## config.mk

```make
export PLATFORM = sky130hd
export DESIGN_NAME = bmh_ram
export DESIGN_NICKNAME = d
export VERILOG_FILES = /design/src/rtl/core/bmh_ram.sv
export SDC_FILE = /design/constraint.sdc
export NUM_CORES = 1
export LEC_CHECK = 0
export ABC_CLOCK_PERIOD_IN_PS = 1650
export BUFFER_PORTS_ARGS = -buffer_cell sky130_fd_sc_hd__buf_2
export CAP_MARGIN = 20
export CORE_UTILIZATION = 50
export CTS_CLUSTER_DIAMETER = 150
export DETAILED_ROUTE_END_ITERATION = 7
export GPL_ROUTABILITY_DRIVEN = 0
export PLACE_DENSITY = 0.78
export SLEW_MARGIN = 25
export SYNTH_ARGS = -nofsm -noshare
export SYNTH_HDL_FRONTEND = slang
export SYNTH_SLANG_ARGS = --single-unit
```

## constraint.sdc

```tcl
create_clock -name clk -period 1.65 [get_ports clk]
set_input_delay 0.165 -clock clk [delete_from_list [all_inputs] [get_ports clk]]
set_output_delay 0.165 -clock clk [all_outputs]
set_load 0.005 [all_outputs]
```

## src/rtl/core/bmh_ram.sv

```systemverilog
// ----------------------------------------------------------------------------
// bmh_ram
// generic ram, one write port and two registered read ports
// ----------------------------------------------------------------------------
`default_nettype none

module bmh_ram #(
  parameter int WIDTH = 8,
  parameter int DEPTH = 16
) (
  input  wire logic                     clk,
  input  wire logic                     we,
  input  wire logic [$clog2(DEPTH)-1:0] waddr,
  input  wire logic [WIDTH-1:0]         wdata,
  input  wire logic [$clog2(DEPTH)-1:0] raddr_a,
  input  wire logic [$clog2(DEPTH)-1:0] raddr_b,
  output logic      [WIDTH-1:0]         rdata_a,
  output logic      [WIDTH-1:0]         rdata_b
);

  logic [WIDTH-1:0] mem [DEPTH];

  // write port
  always_ff @(posedge clk) begin
    if (we) begin
      mem[waddr] <= wdata;
    end
  end

  // registered read ports
  always_ff @(posedge clk) begin
    rdata_a <= mem[raddr_a];
    rdata_b <= mem[raddr_b];
  end

endmodule

`default_nettype wire

```

==> flow_summary.yaml, run 1 <==
timing:
  worst_pin_slew_ns: 0.473
  fin_setup_tns_ns: 0
  fin_crit_sh_pct: 87.2
  rsz0062_at_grt: "false"
  setup_ws_ns: 0.211
  setup_violations: 0
  min_period_ns: 1.44
  max_freq_mhz: 695
  fin_worst_skew_ns: 0.00726
  report.final.slew_viol_count: 0
  finalHoldViolations: 0
  maxSlewHeadroom_pct: 68.5
power_and_ir_drop:
  p_leak_nw: 2.59
  seqPwrFrac_pct: 49.6
  p_clk_share_pct: 42.9
  p_switching_mw: 1.85
  comb_power_share_pct: 7.5
  ir_drop_uv: 687
  swShare_pct: 22.2
  p_per_area_nw_per_um2: 1120
  internal_power_mw: 6.48
synth:
  yosys.area.top_type: "edfxtp_1"
  synth.net_count: 329
  synth_top_area_share_pct: 60.6
  yosysWarnings: 0
  syn_area_per_cell_um2: 20.7
  ys_ff_latch: 144
  synthFlopType: "edfxtp_1"
  synth.distinct_cells: 20
  ys_top_cells_by_area: "edfxtp_1, mux4_2, mux4_1"
  syn_inst: 307
  synth_edf_count: 128
  yosysMostFrequentCell: "edfxtp_1"
  syn_area_um2: 6350
  async_flop_share_pct: 0
  ys_top_cells_by_count: "edfxtp_1, mux4_2, a22oi_1"
  seq_area_frac_synth_pct: 65.6
global_routing:
  grt_pass1_vias: 3533
  grtUsageTotal_pct: 23.2
  overflow: 0
  grt_max_degree: 33
  grt_pass1_wl_um: 20600
  antenna_found_initial: 0
die:
  initial_utilization_pct: 52.0
  die_h_um: 115
  core_um2: 12200
  io_pins: 38
  num_rows: 40
  die_w_um: 115
  die_area_um2: 13100
worst_setup_path:
  worstReg2RegEnd: "rdata_b[1]"
  crit_type: "reg2reg"
  r2r_slack_ns: 0.21
  startpoint: "mem[9][1]"
  cp.required_ns: 1.94
  r2r_start: "mem[9][1]"
  critPathArrivalTime_ns: 1.73
  reg2regPathDepth: 3
  crit_fanout: 2
  startpoint_type: "flip-flop"
  end_kind: "flip-flop"
clock_tree:
  clkLatencyLatePin_ns: 0.42
  post_cts_resized: 0
  post-cts-setup-buffer-count: 0
  numCtsBuffers: 17
  cts_sinks: 144
  cts_tree: "yes"
  htreeDepth: 4
  clk_path_buf_depth: 2
  postCtsHoldBufs: 0
  cts-root-buf: "clkbuf_16"
  clk_pin_slew_ns: 0.06
detailed_routing:
  wl_per_cell_um: 24.7
  dr.pass1.iters: 4
  drc: 0
  ant_nets: 0
  first_iter_violations: 442
  vias: 3409
  via_per_inst: 6.14
  routed_wl_um: 13700
cells_and_area:
  drive_gt1_share_pct: 35.2
  area_growth_syn_to_layout_pct: 17.5
  fin_area_um2: 7460
  multiInputGateArea_um2: 2010
  regArea_um2: 4160
  n_fill_cell: 861
  final_nets: 395
min_path:
  hold_path_end: "mem[5][7]"
  min_path_type: "in2reg"
  worstHoldStart: "wdata[7]"
  hold_depth: 1
placed_design:
  dp_hpwl_um: 8990
  io_buffers: 37
  dpl_cell_area_um2: 6890
  pre_cts_ws_ns: -0.0255
status:
  status: "completed"
run:
  max_cap_viol_count: 0
logic make-up after synthesis:
group                  share of synthesized area [%]
DFF                                             65.6
muxes                                           24.4
and+or+nand+nor                                 3.43
AOI/OAI and AO/OA                               3.79
buffers and inverters                           2.72
area by class of cell:
| type | instances | area share, % |
|---|---|---|
| timing repair buffer | 67 | 6.68 |
| clock inverter | 14 | 1.85 |
| clock buffer | 18 | 5.76 |
| tap | 168 | 2.82 |
| sequential | 144 | 55.8 |
| multi-input combinational | 143 | 27.0 |
| antenna | 1 | 0.0336 |
worst max-delay path by stage:
| stage | end |
|---|---|
| after detailed placement | rdata_a[3] |
| after global placement | rdata_a[3] |
| final | rdata_b[1] |
| after global routing | rdata_b[1] |
| after floorplan | mem[3][0] |
| after CTS | rdata_b[1] |
state kept, by name, summed over array words and instances (netlist names):
register	flops
rdata_b	8
rdata_a	8
mem	128
per-stage QoR:
stage	cells	power [mW]	hold WS [ns]	util [%]
2_1_floorplan	307	4.56	0.264	-
3_3_place_gp	522	4.81	0.545	56.4
3_5_place_dp	522	4.83	0.546	56.4
4_1_cts	554	8.39	0.111	61.0
5_1_grt	554	8.59	0.120	61.0
6_report	555	8.33	0.128	61.1
power groups by stage:
| stage | combinational [mW] | clock (mW) | sequential, mW |
|---|---|---|---|
| after floorplan | 0.369 | 0 | 4.19 |
| after global placement | 0.608 | 0 | 4.20 |
| after detailed placement | 0.628 | 0 | 4.21 |
| after CTS | 0.632 | 3.63 | 4.13 |
| after global routing | 0.673 | 3.78 | 4.14 |
| final | 0.626 | 3.57 | 4.13 |
cell usage in the layout (no fill, tap or decap):
cell type / synthesis / routed
buf_12: 0 / 7
inv_6: 0 / 1
mux4_2: 34 / 34
bufinv_16: 0 / 1
nor2b_1: 2 / 2
inv_8: 0 / 1
mux4_1: 28 / 28
and2b_1: 2 / 2
nand2_1: 17 / 17
dfxtp_1: 16 / 16
clkinv_4: 0 / 4
nor3_1: 4 / 3
edfxtp_1: 128 / 128
or3b_2: 1 / 1
diode_2: 0 / 1
clkbuf_1: 0 / 1
and2_1: 2 / 2
nand3_1: 1 / 1
nor2_1: 14 / 14
nor3_2: 0 / 1
clkbuf_16: 0 / 17
nand2b_1: 2 / 2
nand3b_1: 2 / 2
clkinvlp_4: 0 / 7
buf_4: 2 / 23
mux4_4: 2 / 2
buf_2: 6 / 37
a22oi_1: 32 / 32
routing by layer:
metal | vias to the layer above | global-route usage [%] | share of wire, % | wire length (um)
li1 | 1480 | - | - | -
met1 | 1766 | 30.2 | 40 | 5540
met2 | 146 | 38.8 | 51 | 7000
met3 | 17 | 6.09 | 7.7 | 1050
met4 | 0 | 6.75 | 0.95 | 131
met5 | - | 0 | 0 | 0
worst max-delay path: stages (launching register included):
cell,delay (ns)
edfxtp_1,0.40
mux4_1,0.54
a22oi_1,0.26
nand2_1,0.10
Power figures use the tool's default switching activity.
==> run 2, diff against run 1 <==
--- a/config.mk
+++ b/config.mk
@@ -7,11 +7,13 @@
 export LEC_CHECK = 0
 export ABC_CLOCK_PERIOD_IN_PS = 1650
 export BUFFER_PORTS_ARGS = -buffer_cell sky130_fd_sc_hd__buf_2
-export CAP_MARGIN = 20
+export CAP_MARGIN = 25
+export CORE_ASPECT_RATIO = 0.9
 export CORE_UTILIZATION = 50
 export CTS_CLUSTER_DIAMETER = 150
 export DETAILED_ROUTE_END_ITERATION = 7
 export GPL_ROUTABILITY_DRIVEN = 0
+export HOLD_SLACK_MARGIN = 0.1
 export PLACE_DENSITY = 0.78
 export SLEW_MARGIN = 25
 export SYNTH_ARGS = -nofsm -noshare
==> run 2 against run 1 <==
  * Routed wire length is 9.1% higher
  * Critical path type unchanged
  * Largest cell class unchanged
  * Global-route usage is 1.7 points higher
  * Final cell count is 1.6% lower
  * Flip-flop and latch count stayed put
==> flow_summary.yaml, run 2 (same netlist as run 1, synthesis figures left out) <==
status:
  status: "completed"
clock_tree:
  clkLatencyLatePin_ns: 0.42
  clk_pin_slew_ns: 0.06
  cts-root-buf: "clkbuf_16"
  numCtsBuffers: 17
  cts_sinks: 144
  htreeDepth: 4
  postCtsHoldBufs: 0
  cts_tree: "yes"
  post_cts_resized: 0
  post-cts-setup-buffer-count: 0
  clk_path_buf_depth: 2
cells_and_area:
  final_cell_mix: "edfxtp_1, buf_2, mux4_2"
  diodes: 0
  area_growth_syn_to_layout_pct: 17.3
  n_fill_cell: 842
  reg_top3: "mem x128, rdata_a x8, rdata_b x8"
  fin_area_um2: 7450
  largest_reg_flops: 128
  drive_gt1_share_pct: 34.2
  final_common_cell: "edfxtp_1"
  final_nets: 395
  regMostFlops: "mem"
die:
  num_rows: 38
  die_h_um: 109
  io_pins: 38
  core_um2: 12200
  die_w_um: 121
  initial_utilization_pct: 51.9
  die_area_um2: 13100
power_and_ir_drop:
  ir_drop_uv: 801
  p_leak_nw: 2.62
  p_per_area_nw_per_um2: 1150
  fin_total_pwr_mw: 8.55
timing:
  setup_violations: 0
  holdWs_ns: 0.124
  max_freq_mhz: 678
  min_period_ns: 1.47
  rsz0062_at_grt: "false"
  maxSlewHeadroom_pct: 26.6
  fin_crit_sh_pct: 89.4
  setup_ws_ns: 0.175
  fin_worst_skew_ns: 0.00623
  report.final.slew_viol_count: 0
  worst_pin_slew_ns: 1.10
  fin_setup_tns_ns: 0
  finalHoldViolations: 0
global_routing:
  overflow: 0
  grtUsageTotal_pct: 24.9
  antenna_found_initial: 0
  grt_max_degree: 18
  grt_pass1_wl_um: 22100
  grt_pass1_vias: 3557
placed_design:
  pre_cts_ws_ns: 0.0203
  dp_hpwl_um: 9580
  io_buffers: 37
  dpl_cell_area_um2: 6850
worst_setup_path:
  startpoint_type: "flip-flop"
  cp.required_ns: 1.95
  r2r_slack_ns: 0.18
  critPathArrivalTime_ns: 1.77
  crit_fanout: 2
  crit_type: "reg2reg"
  end_kind: "flip-flop"
  reg2regPathDepth: 3
detailed_routing:
  via_per_inst: 6.44
  first_iter_violations: 407
  wl_per_cell_um: 27.4
  top_layer: "met4"
  vias: 3518
  dr.pass1.iters: 5
  wl_met1_um: 6030
  drc: 0
  met3_length_um: 1400
  ant_nets: 0
  wl_met2_um: 7280
  routed_wl_um: 15000
run:
  max_cap_viol_count: 0
min_path:
  hold_depth: 1
  min_path_type: "in2reg"
==> run 2: cell types whose count changed in the layout (fill, tap and decap cells not counted) <==
| cell | change |
|---|---|
| diode_2 | -1 |
| inv_6 | -1 |
| clkbuf_1 | +4 |
| inv_8 | -1 |
| buf_12 | -2 |
| clkbuf_16 | +2 |
| clkinv_4 | -4 |
| clkinv_2 | +3 |
| clkbuf_8 | +4 |
| clkinvlp_4 | -7 |
| buf_4 | +2 |
==> run 2: path summary, 6_finish.rpt <==
check,startpoint,to
worst max-delay path,mem[0][7],rdata_b[7]
worst min-delay path,wdata[4],mem[6][4]
worst max register to register,mem[0][7],rdata_b[7]
worst min register to register,mem[15][1],rdata_a[1]
==> run 2: critical path, cell delays in order, from the launching register on <==
cell and delay (ns):
edfxtp_1 0.38, mux4_4 0.60, a22oi_1 0.28, nand2_1 0.10
==> run 2: area by class of cell <==
| class | count | area, um2 | share of cell area (%) |
|---|---|---|---|
| Clock buffer | 28 | 549 | 7.38 |
| Tap cell | 160 | 200 | 2.69 |
| Multi-Input combinational cell | 143 | 2010 | 27.1 |
| Sequential cell | 144 | 4160 | 55.9 |
| Clock inverter | 4 | 45.0 | 0.605 |
| Timing Repair Buffer | 67 | 473 | 6.35 |
==> run 2: report_power, final <==
group          internal (mW)  leakage (nW)  switching (mW)
clock                   2.41         0.295            1.39
combinational          0.299          1.04           0.328
sequential              4.08          1.29          0.0403
total                   6.79          2.62            1.76
==> run 2: metrics by stage <==
stage / util, % / cells
CTS: 60.9 / 546
finish: 60.9 / 546
floorplan: - / 307
global placement: 56.1 / 514
detailed placement: 56.1 / 514
global route: 60.9 / 546
==> run 2: per-layer routing <==
layer  up-vias  global-route usage [%]
li1       1481                       -
met1      1805                    34.6
met2       212                    39.4
met3        20                    5.39
met4         0                    9.26
met5         -                       0
==> run 3, diff against run 2 <==
--- a/config.mk
+++ b/config.mk
@@ -9,12 +9,12 @@
 export BUFFER_PORTS_ARGS = -buffer_cell sky130_fd_sc_hd__buf_2
 export CAP_MARGIN = 25
 export CORE_ASPECT_RATIO = 0.9
-export CORE_UTILIZATION = 50
+export CORE_UTILIZATION = 30
 export CTS_CLUSTER_DIAMETER = 150
 export DETAILED_ROUTE_END_ITERATION = 7
 export GPL_ROUTABILITY_DRIVEN = 0
 export HOLD_SLACK_MARGIN = 0.1
-export PLACE_DENSITY = 0.78
+export PLACE_DENSITY = 0.55
 export SLEW_MARGIN = 25
 export SYNTH_ARGS = -nofsm -noshare
 export SYNTH_HDL_FRONTEND = slang
==> run 3 against run 2 <==
  * Sequential share of layout area down 1.2 points
  * Flip-flop and latch count is the same
  * Design area increased by 2.2%
  * Combinational power grew 2%
  * Register-to-register slack lost 0.09 ns
  * First-iteration DRC count is 39% lower
  * Worst hold slack gained 0.013 ns
  * Core utilization decreased by 24 points
  * Clock power fell by 7.6%
  * Critical endpoint unchanged
==> flow_summary.yaml, run 3 (same netlist as run 1, synthesis figures left out) <==
timing:
  fin_setup_tns_ns: 0
  min_period_ns: 1.56
  fin_crit_sh_pct: 94.8
  maxSlewHeadroom_pct: 32.9
  max_freq_mhz: 639
  finalHoldViolations: 0
  setup_violations: 0
  rsz0062_at_grt: "false"
  worst_pin_slew_ns: 1.00
  fin_worst_skew_ns: 0.00895
  report.final.slew_viol_count: 0
worst_setup_path:
  setup.worst_path.end: "rdata_b[7]"
  r2r_slack_ns: 0.09
  crit_type: "reg2reg"
  cp.required_ns: 1.94
  slowest_delay_ns: 0.61
  path_cells: "mux4_4 > a22oi_1 > nand2_1"
  critPathTopFamily: "multiplexers"
  worstReg2RegEnd: "rdata_b[7]"
  reg2regPathDepth: 3
  startpoint: "mem[3][7]"
  crit_fanout: 2
  startpoint_type: "flip-flop"
  critPathArrivalTime_ns: 1.86
  r2r_start: "mem[3][7]"
  cp_num_buf_inv: 0
  crit_path_top_delay_cell: "mux4_4"
  path_depth: 3
  end_kind: "flip-flop"
clock_tree:
  cts_tree: "yes"
  numCtsBuffers: 17
  post_cts_resized: 0
  clkLatencyLatePin_ns: 0.42
  clk_pin_slew_ns: 0.06
  postCtsHoldBufs: 0
  cts-root-buf: "clkbuf_16"
  cts_sinks: 144
  htreeDepth: 4
  post-cts-setup-buffer-count: 0
  clk_path_buf_depth: 2
die:
  die_area_um2: 21700
  die_w_um: 155
  initial_utilization_pct: 30.6
  io_pins: 38
  num_rows: 50
  core_um2: 20800
  die_h_um: 140
cells_and_area:
  drive_gt1_share_pct: 35.9
  n_fill_cell: 1947
  regMostFlops: "mem"
  final_cell_mix: "edfxtp_1, buf_2, mux4_2"
  final_common_cell: "edfxtp_1"
  regArea_um2: 4160
  final_nets: 399
  largest_reg_flops: 128
  diodes: 0
  multiInputGateArea_um2: 2010
  reg_top3: "mem x128, rdata_a x8, rdata_b x8"
  fin_area_um2: 7610
  area_growth_syn_to_layout_pct: 19.9
power_and_ir_drop:
  internal_power_mw: 6.44
  p_clk_share_pct: 42.4
  p_per_area_nw_per_um2: 1090
  seqPwrFrac_pct: 49.9
  p_switching_mw: 1.83
  comb_power_share_pct: 7.7
  ir_drop_uv: 737
  fin_total_pwr_mw: 8.28
  p_leak_nw: 2.61
  swShare_pct: 22.1
run:
  max_cap_viol_count: 0
detailed_routing:
  ant_nets: 0
  via_per_inst: 4.97
  drc: 0
  dr.pass1.iters: 5
  wl_per_cell_um: 22.6
  first_iter_violations: 248
  routed_wl_um: 15300
  vias: 3357
global_routing:
  grt_pass1_wl_um: 23000
  grt_pass1_vias: 3627
  overflow: 0
  antenna_found_initial: 1
  grt_max_degree: 20
  grtUsageTotal_pct: 15.1
placed_design:
  dpl_cell_area_um2: 7060
  io_buffers: 37
  dp_hpwl_um: 10400
min_path:
  min_path_type: "in2reg"
status:
  status: "completed"
==> run 3: changes by cell type in the layout (fill, tap and decap cells not counted), sizes merged <==
cell / delta
inv: +1
clkinvlp: +6
clkinv: +4
clkbuf: -11
buf: +4
==> run 3: layout make-up <==
class | instances | share of cell area, %
clock inverters | 15 | 1.59
well taps | 286 | 4.70
clock buffers | 17 | 5.59
repair buffers | 71 | 6.94
flip-flops and latches | 144 | 54.7
multi-input cells | 143 | 26.5
==> run 3: power groups by stage <==
stage               logic, mW  registers, mW  clock network (mW)
global route            0.687           4.14                3.76
floorplan               0.369           4.19                   0
detailed placement      0.648           4.20                   0
global placement        0.644           4.20                   0
CTS                     0.650           4.13                3.60
finish                  0.637           4.13                3.51
==> run 3: worst min path at each step <==
stage | startpoint | end | slack [ns] | cells after the start
after global placement | rdata_a[1] | rdata_a[1] | 0.54 | 1
after global routing | wdata[3] | mem[9][3] | 0.13 | 1
after CTS | wdata[5] | mem[15][5] | 0.11 | 1
after floorplan | wdata[0] | mem[0][0] | 0.26 | 0
final | wdata[1] | mem[2][1] | 0.14 | 1
after detailed placement | rdata_a[1] | rdata_a[1] | 0.54 | 1
==> run 3: metal layers <==
layer,GRT usage [%],up-vias,wire [um]
li1,-,1484,-
met1,20.0,1726,6270
met2,23.9,136,7560
met3,4.08,11,1250
met4,5.26,0,192
met5,0,-,0
==> run 3: per-stage QoR <==
step                setup WS, ns  instances  hold WS, ns  util [%]
floorplan                  0.219        307        0.264         -
global placement         -0.0495        644        0.543      34.0
detailed placement       -0.0547        644        0.543      34.0
CTS                       0.0942        676        0.114      36.6
global route              0.0842        676        0.126      36.6
finish                    0.0861        676        0.137      36.6
